## config.mk

```make
export PLATFORM = sky130hd
export DESIGN_NAME = levenshtein_edit_distance_unit
export DESIGN_NICKNAME = d
export VERILOG_FILES = /design/src/led_pkg.sv /design/src/levenshtein_edit_distance_unit.sv /design/src/led_ctrl.sv /design/src/led_dp.sv
export SDC_FILE = /design/constraint.sdc
export NUM_CORES = 1
export LEC_CHECK = 0
export BUFFER_PORTS_ARGS = -buffer_cell sky130_fd_sc_hd__buf_2
export CORE_UTILIZATION = 60
export DETAILED_ROUTE_END_ITERATION = 8
export GPL_ROUTABILITY_DRIVEN = 0
export PLACE_DENSITY = 0.84
export SYNTH_ARGS = -nofsm -noshare
export SYNTH_HDL_FRONTEND = slang
export SYNTH_SLANG_ARGS = --single-unit
```

## constraint.sdc

```tcl
create_clock -name clk -period 16.2 [get_ports clk]
set_clock_uncertainty 0.15 [all_clocks]
set_input_delay 2.43 -clock clk [delete_from_list [all_inputs] [get_ports clk]]
set_output_delay 2.43 -clock clk [all_outputs]
set_load 0.01 [all_outputs]
```

## src/led_pkg.sv

```systemverilog
`default_nettype none

package led_pkg;

    typedef enum logic [1:0] {
        CMD_TARGET = 2'd0,
        CMD_SOURCE = 2'd1,
        CMD_FINISH = 2'd2
    } cmd_t;

    typedef enum logic [1:0] {
        STATUS_OK       = 2'd0,
        STATUS_OVERFLOW = 2'd1,
        STATUS_ORDER    = 2'd2
    } status_t;

    typedef enum logic [1:0] {
        ST_IDLE,
        ST_SCAN,
        ST_FIN
    } state_t;

    typedef struct packed {
        logic load_tgt;
        logic flag_order;
        logic flag_ovf;
        logic start_src;
        logic step;
        logic bump_src;
        logic fin_rd;
        logic emit_clear;
    } ctrl_cmd_t;

    typedef struct packed {
        logic tl_zero;
        logic tl_full;
        logic sl_nonzero;
        logic sl_full;
        logic last_j;
        logic out_free;
    } dp_stat_t;

endpackage

`default_nettype wire

```

## src/levenshtein_edit_distance_unit.sv

```systemverilog
// target symbol: written to memory; finish: read, then ST_FIN until the output register is free
// source symbol: scans the target in ST_SCAN, one row entry per cycle through the row memory
// finish result registered out of ST_FIN, held while downstream stalls
// a new item is taken while a result waits; a second finish waits for the output register
// reset (rst_n, async, active low) empties both strings and flags, no memory clearing pass
`default_nettype none

module levenshtein_edit_distance_unit
    import led_pkg::*;
#(
    parameter int MAX_LEN = 64
)
(
    input  wire logic       clk,
    input  wire logic       rst_n,
    input  wire logic       s_tvalid,
    output logic            s_tready,
    input  wire logic [7:0] s_tdata,   // symbol
    input  wire logic [1:0] s_tuser,   // command
    output logic            m_tvalid,
    input  wire logic       m_tready,
    output logic [7:0]      m_tdata,   // distance, zero pad
    output logic [1:0]      m_tuser    // status
);

    ctrl_cmd_t cmd;
    dp_stat_t  stat;

    led_ctrl u_ctrl (
        .clk      (clk),
        .rst_n    (rst_n),
        .s_tvalid (s_tvalid),
        .s_tready (s_tready),
        .s_tuser  (s_tuser),
        .stat     (stat),
        .cmd      (cmd)
    );

    led_dp #(
        .MAX_LEN (MAX_LEN)
    ) u_dp (
        .clk      (clk),
        .rst_n    (rst_n),
        .cmd      (cmd),
        .stat     (stat),
        .symbol   (s_tdata),
        .m_tready (m_tready),
        .m_tvalid (m_tvalid),
        .m_tdata  (m_tdata),
        .m_tuser  (m_tuser)
    );

endmodule

`default_nettype wire

```

## src/led_ctrl.sv

```systemverilog
`default_nettype none

module led_ctrl
    import led_pkg::*;
(
    input  wire logic      clk,
    input  wire logic      rst_n,
    input  wire logic      s_tvalid,
    output logic           s_tready,
    input  wire logic [1:0] s_tuser,
    input  wire dp_stat_t  stat,
    output ctrl_cmd_t      cmd
);

    state_t state_reg;
    state_t state_next;

    always_ff @(posedge clk or negedge rst_n)
    begin
        if (!rst_n)
        begin
            state_reg <= ST_IDLE;
        end
        else
        begin
            state_reg <= state_next;
        end
    end

    always_comb
    begin
        state_next = state_reg;
        cmd        = '0;
        s_tready   = 1'b0;
        unique case (state_reg)
            ST_IDLE:
            begin
                s_tready = 1'b1;
                if (s_tvalid)
                begin
                    unique case (cmd_t'(s_tuser))
                        CMD_TARGET:
                        begin
                            priority if (stat.sl_nonzero)
                                cmd.flag_order = 1'b1;
                            else if (stat.tl_full)
                                cmd.flag_ovf = 1'b1;
                            else
                                cmd.load_tgt = 1'b1;
                        end
                        CMD_SOURCE:
                        begin
                            priority if (stat.sl_full)
                                cmd.flag_ovf = 1'b1;
                            else if (stat.tl_zero)
                                cmd.bump_src = 1'b1;
                            else
                            begin
                                cmd.start_src = 1'b1;
                                state_next    = ST_SCAN;
                            end
                        end
                        CMD_FINISH:
                        begin
                            cmd.fin_rd = 1'b1;
                            state_next = ST_FIN;
                        end
                        default:
                        begin
                            state_next = ST_IDLE;
                        end
                    endcase
                end
            end
            ST_SCAN:
            begin
                cmd.step = 1'b1;
                if (stat.last_j)
                begin
                    cmd.bump_src = 1'b1;
                    state_next   = ST_IDLE;
                end
            end
            ST_FIN:
            begin
                if (stat.out_free)
                begin
                    cmd.emit_clear = 1'b1;
                    state_next     = ST_IDLE;
                end
            end
            default:
            begin
                state_next = ST_IDLE;
            end
        endcase
    end

endmodule

`default_nettype wire

```

## src/led_dp.sv

```systemverilog
`default_nettype none

module led_dp
    import led_pkg::*;
#(
    parameter int MAX_LEN = 64
)
(
    input  wire logic       clk,
    input  wire logic       rst_n,
    input  wire ctrl_cmd_t  cmd,
    output dp_stat_t        stat,
    input  wire logic [7:0] symbol,
    input  wire logic       m_tready,
    output logic            m_tvalid,
    output logic [7:0]      m_tdata,
    output logic [1:0]      m_tuser
);

    localparam int CW = $clog2(MAX_LEN + 1);
    localparam int AW = (MAX_LEN > 1) ? $clog2(MAX_LEN) : 1;
    localparam int WW = CW + 8;

    logic [7:0]    tgt_mem [MAX_LEN];
    logic [CW-1:0] row_mem [MAX_LEN];

    logic [CW-1:0] tl_reg, tl_next;
    logic [CW-1:0] sl_reg, sl_next;
    logic          ovf_reg, ovf_next;
    logic          ord_reg, ord_next;
    logic          out_valid_reg, out_valid_next;

    logic [CW-1:0] j_reg, j_next;
    logic [CW-1:0] diag_reg, diag_next;
    logic [CW-1:0] left_reg, left_next;
    logic [7:0]    sym_reg, sym_next;
    logic [6:0]    dist_reg, dist_next;
    logic [1:0]    stat_reg, stat_next;

    logic [7:0]    tgt_rd_reg;
    logic [CW-1:0] row_rd_reg;

    logic [AW-1:0] rd_addr;
    logic          rd_en;
    logic [CW-1:0] jm1;
    logic [CW-1:0] tl_m1;
    logic [CW-1:0] above;
    logic [CW:0]   up_w, lf_w, dg_w, best_w;
    logic [CW-1:0] best;
    logic [CW-1:0] fin_d;
    logic [WW-1:0] fin_w;
    logic [6:0]    dist_sat;
    logic          last_j;

    assign last_j = (j_reg == tl_reg);
    assign jm1    = j_reg - CW'(1);
    assign tl_m1  = tl_reg - CW'(1);

    assign stat.tl_zero    = (tl_reg == '0);
    assign stat.tl_full    = (tl_reg == CW'(MAX_LEN));
    assign stat.sl_nonzero = (sl_reg != '0);
    assign stat.sl_full    = (sl_reg == CW'(MAX_LEN));
    assign stat.last_j     = last_j;
    assign stat.out_free   = !out_valid_reg || m_tready;

    assign m_tvalid = out_valid_reg;
    assign m_tdata  = {1'b0, dist_reg};
    assign m_tuser  = stat_reg;

    // read address shared by both memories
    always_comb
    begin
        priority if (cmd.start_src)
            rd_addr = '0;
        else if (cmd.fin_rd)
            rd_addr = tl_m1[AW-1:0];
        else
            rd_addr = j_reg[AW-1:0];
    end

    assign rd_en = cmd.start_src || cmd.fin_rd || (cmd.step && !last_j);

    always_ff @(posedge clk)
    begin
        if (rd_en)
        begin
            tgt_rd_reg <= tgt_mem[rd_addr];
            row_rd_reg <= row_mem[rd_addr];
        end
    end

    always_ff @(posedge clk)
    begin
        if (cmd.load_tgt)
        begin
            tgt_mem[tl_reg[AW-1:0]] <= symbol;
        end
    end

    always_ff @(posedge clk)
    begin
        if (cmd.step)
        begin
            row_mem[jm1[AW-1:0]] <= best;
        end
    end

    // row entries are only valid once a source symbol has gone through
    assign above = (sl_reg == '0) ? j_reg : row_rd_reg;
    assign up_w  = {1'b0, above} + (CW+1)'(1);
    assign lf_w  = {1'b0, left_reg} + (CW+1)'(1);
    assign dg_w  = {1'b0, diag_reg} + (CW+1)'(tgt_rd_reg != sym_reg);

    always_comb
    begin
        best_w = up_w;
        if (lf_w < best_w)
            best_w = lf_w;
        if (dg_w < best_w)
            best_w = dg_w;
    end

    assign best = best_w[CW-1:0];

    always_comb
    begin
        priority if (tl_reg == '0)
            fin_d = sl_reg;
        else if (sl_reg == '0)
            fin_d = tl_reg;
        else
            fin_d = row_rd_reg;
    end

    assign fin_w    = WW'(fin_d);
    assign dist_sat = (fin_w > WW'(127)) ? 7'd127 : fin_w[6:0];

    always_comb
    begin
        tl_next        = tl_reg;
        sl_next        = sl_reg;
        ovf_next       = ovf_reg;
        ord_next       = ord_reg;
        out_valid_next = out_valid_reg && !m_tready;
        j_next         = j_reg;
        diag_next      = diag_reg;
        left_next      = left_reg;
        sym_next       = sym_reg;
        dist_next      = dist_reg;
        stat_next      = stat_reg;

        if (cmd.load_tgt)
            tl_next = tl_reg + CW'(1);
        if (cmd.flag_order)
            ord_next = 1'b1;
        if (cmd.flag_ovf)
            ovf_next = 1'b1;
        if (cmd.start_src)
        begin
            sym_next  = symbol;
            j_next    = CW'(1);
            diag_next = sl_reg;
            left_next = sl_reg + CW'(1);
        end
        if (cmd.step)
        begin
            j_next    = j_reg + CW'(1);
            diag_next = above;
            left_next = best;
        end
        if (cmd.bump_src)
            sl_next = sl_reg + CW'(1);
        if (cmd.emit_clear)
        begin
            dist_next      = dist_sat;
            priority if (ovf_reg)
                stat_next = STATUS_OVERFLOW;
            else if (ord_reg)
                stat_next = STATUS_ORDER;
            else
                stat_next = STATUS_OK;
            out_valid_next = 1'b1;
            tl_next        = '0;
            sl_next        = '0;
            ovf_next       = 1'b0;
            ord_next       = 1'b0;
        end
    end

    always_ff @(posedge clk or negedge rst_n)
    begin
        if (!rst_n)
        begin
            tl_reg        <= '0;
            sl_reg        <= '0;
            ovf_reg       <= 1'b0;
            ord_reg       <= 1'b0;
            out_valid_reg <= 1'b0;
        end
        else
        begin
            tl_reg        <= tl_next;
            sl_reg        <= sl_next;
            ovf_reg       <= ovf_next;
            ord_reg       <= ord_next;
            out_valid_reg <= out_valid_next;
        end
    end

    always_ff @(posedge clk)
    begin
        j_reg    <= j_next;
        diag_reg <= diag_next;
        left_reg <= left_next;
        sym_reg  <= sym_next;
        dist_reg <= dist_next;
        stat_reg <= stat_next;
    end

endmodule

`default_nettype wire

```

==> summary.txt <==
Outcome
  – Run status: complete, but fails checks
  – Failing checks: design-rule violations

Worst setup path
  – Reg2reg setup slack: 7.29 ns
  – Critical Path RT: roughly 16 ns
  – CP most frequent cell: ha_1
  – Setup crit start: u_dp.sl_reg[0]$_DFFE_PN0P_
  – Crit Reg-Reg Endpoint: u_dp.row_mem[10][0]$_DFFE_PP_
  – Slowest Stage Delay on Critical Path: between 1 and 1.5 ns
  – Reg2reg start: u_dp.sl_reg[0]$_DFFE_PN0P_
  – Worst setup path class: register to register
  – Setup crit end kind: register
  – Critical Path Source Type: register
  – FF-to-FF path depth: 23
  – Slowest CP cell: mux2_2
  – Worst path arrival time: between 9 and 10 ns
  – CP endpoint: u_dp.row_mem[10][0]$_DFFE_PP_
  – CP Max Fanout: 64
  – CP Cell Sequence: inv_1, ha_1, or3b_4, nor3_2, mux2_2, ha_1, nand3_1, xnor2_1, ha_1, a211o_1, a21oi_1, nand3b_1, o21ai_1, a21oi_1, and2_1, o21ai_0, ha_1, a21o_1, a21o_1, a221o_1, or2_2, o311ai_4, mux2_2

Global routing
  – Largest net degree at the start of global routing: roughly 150
  – Antenna violations before repair: 2
  – Vias in the first global route: ~27000
  – Grt ovf: 0
  – First-pass GRT wire length: 164000 µm
  – GRT Overall Usage: a little under a third

Clock tree
  – Post-CTS Setup Inserts: 0
  – CTS tree: built
  – Clk pin slew, worst setup/hold paths: 0.06 ns
  – Clk_lat worst skew: ~0.66 ns
  – CTS Hold Bufs: 0
  – H-tree depth: 3
  – Maximum root-to-sink buffer count: 3
  – Root Driver: clkbuf_16
  – Cts bufs inserted: 96
  – Clock tree sinks: ~1000
  – Resized cells post-CTS: 0

Synthesis
  – Post-synth top flop: edfxtp_1
  – Syn Inst Count: 3081
  – Sequential-to-total area share from yosys stat: between 70 and 80%
  – Synth Net Count: roughly 3100
  – Synth Cell Area: 42600 µm²
  – EDFF count, synth: between 1000 and 1500
  – Area contributors post-synth: edfxtp_1 (71%), mux2i_1 (3.6%), nand2_1 (3.6%), nor2_1 (2.4%), nand3_1 (2.3%)
  – Synth Warn #: 0
  – Ys async rst share: 1.84%
  – Yosys top cell by area: edfxtp_1
  – #FFs+latches synth: just over 1000
  – Post-synth top area share: 71.5%
  – Library cells used by synthesis: between 70 and 80
  – Avg Cell Area, Syn: 13.8 µm²

STA
  – Worst Max-Slew Pin Slew: about 1.4 ns
  – Final setup margin: between 7 and 8 ns
  – Fmax: 0.112 GHz
  – Final TNS setup: 0 ns
  – Max Slew Vio Count: 0
  – Fin. Hold Viols: 0
  – Period utilization: 55.0%
  – Setup violators final: 0
  – Tmin final: approximately 8.9 ns
  – RSZ-0062 raised after global routing: no
  – Max-slew headroom: 5.03%

Power and ir drop
  – PwrDens: 209 nW/µm²
  – Switching share of total power: 36.7%
  – Leak: ~15 nW
  – NetSw: roughly 3.6 mW
  – Clk pwr share: 23.1%
  – Comb pwr share: 34.3%
  – Maximum vdd drop: between 0.5 and 0.6 mV
  – Pint: between 6 and 7 mW
  – Sequential Power Share: between 40% and 50%

Floorplanning
  – Initial core utilization: between 60% and 70%
  – Core Area: roughly 70000 µm²
  – Die Y: about 270 µm
  – Die width: roughly 270 µm
  – Die area: 72000 µm²
  – # rows: just under 100
  – # IOs: 26

Layout
  – Most frequent cells in the layout: edfxtp_1 (1013), nand2_1 (406), nor2_1 (274)
  – Share of cells above drive strength 1: 8.31%
  – Most common cell after layout, fill and taps aside: edfxtp_1
  – Area delta synth->final: 9.29%
  – Max reg flops: approximately 500
  – Nets: between 3000 and 4000
  – Diode count: 0

Placement
  – Dpl hpwl: 64300 µm
  – PortBufs: 24
  – Post-Place Setup Slack: 7.55 ns

Hold path
  – Hold/Removal Path Class: register to register

Route
  – Via-to-Cell Ratio: 6.82
  – Final wirelength: about 110000 µm
  – DR WL/cell: around 27 µm
  – Drt first pass iters: 9
  – DRC: 1
  – Vias: approximately 28000
  – DR iter-0 viols: about 4500
  – Post-DRT Antenna Nets: 0

Flow run
  – Max-cap violation count: 0
==> metal layers <==
| metal | up-vias | track usage [%] | part of all wire (%) |
|---|---|---|---|
| li1 | 11553 | - | - |
| met1 | 13327 | 40.0 | 34 |
| met2 | 2319 | 48.2 | 47 |
| met3 | 442 | 7.16 | 13 |
| met4 | 0 | 16.2 | 5.4 |
| met5 | - | 0 | 0 |
==> critical path: cells and delay by family (launching register included) <==
kind | cells | cell delay, ns
and+or+nand+nor | 6 | 2.13
buffers and inverters | 1 | 0.11
adders and majority gates | 4 | 0.98
AOI/OAI and AO/OA | 9 | 2.91
xor gates and xnor gates | 1 | 0.11
DFF | 1 | 0.46
muxes | 2 | 1.61
==> layout make-up <==
cell class,instances,area [µm²]
inverter,24,90.1
sequential,1032,30900
tap,940,1180
fill,4564,23600
clock buffer,115,2520
clock inverter,55,573
timing repair buffer,60,415
multi-input combinational,1829,10900
==> synthesized netlist by cell type (19+ instances only) <==
cell and instances:
nor2_1 276, dfrtp_1 19, a21oi_1 117, nand3_1 193
ha_1 23, xnor2_1 29, and3_1 30, nor3_1 52
buf_2 62, inv_1 23, buf_1 22, o21ai_0 127
mux2i_1 154, nand2_1 409, xor2_1 26, o22ai_1 59
o221ai_1 35, a22oi_1 29, clkbuf_1 96, edfxtp_1 1013
a31oi_1 34
==> power groups by stage <==
stage	sequential (mW)	clock [mW]	combinational, mW
floorplan	4.20	0	1.97
global placement	4.19	0	3.03
detailed placement	4.20	0	3.21
CTS	4.14	2.25	3.25
global route	4.16	2.35	3.50
finish	4.15	2.25	3.34
==> stage by stage <==
stage          hold WS, ns  power (mW)  cell area, µm²  cells  util (%)
2_1_floorplan        0.297        6.16           42600   3081         -
3_3_place_gp         0.317        7.21           43400   3885      61.9
3_5_place_dp         0.335        7.41           43400   3885      61.9
4_1_cts              0.350        9.64           46500   4055      66.3
5_1_grt              0.376        10.0           46500   4055      66.3
6_report             0.348        9.74           46500   4055      66.3
==> worst min-delay path by stage <==
stage | start | end | slack, ns | cells after the start
floorplan | u_dp.ovf_reg$_DFFE_PN0P_ | u_dp.m_tuser[0]$_SDFFCE_PP1P_ | 0.30 | 0
finish | u_dp.ovf_reg$_DFFE_PN0P_ | u_dp.m_tuser[0]$_SDFFCE_PP1P_ | 0.35 | 0
detailed placement | u_dp.ovf_reg$_DFFE_PN0P_ | u_dp.m_tuser[0]$_SDFFCE_PP1P_ | 0.33 | 0
global route | u_dp.ovf_reg$_DFFE_PN0P_ | u_dp.m_tuser[0]$_SDFFCE_PP1P_ | 0.38 | 0
global placement | u_dp.ovf_reg$_DFFE_PN0P_ | u_dp.m_tuser[0]$_SDFFCE_PP1P_ | 0.32 | 0
CTS | u_dp.ovf_reg$_DFFE_PN0P_ | u_dp.m_tuser[0]$_SDFFCE_PP1P_ | 0.35 | 0
==> kinds of logic after synthesis <==
| family | after synthesis | synth area share, % |
|---|---|---|
| flip-flops | 1032 | 72.6 |
| buffers and inverters | 220 | 2.29 |
| AO/OA/AOI/OAI | 513 | 7.76 |
| XOR/XNOR | 55 | 1.13 |
| adder cells (fa/ha/maj) | 23 | 0.676 |
| other | 1 | 0.00881 |
| AND/OR/NAND/NOR | 1057 | 10.9 |
| multiplexers | 180 | 4.65 |
No activity file was read; power rests on OpenSTA's default activity.
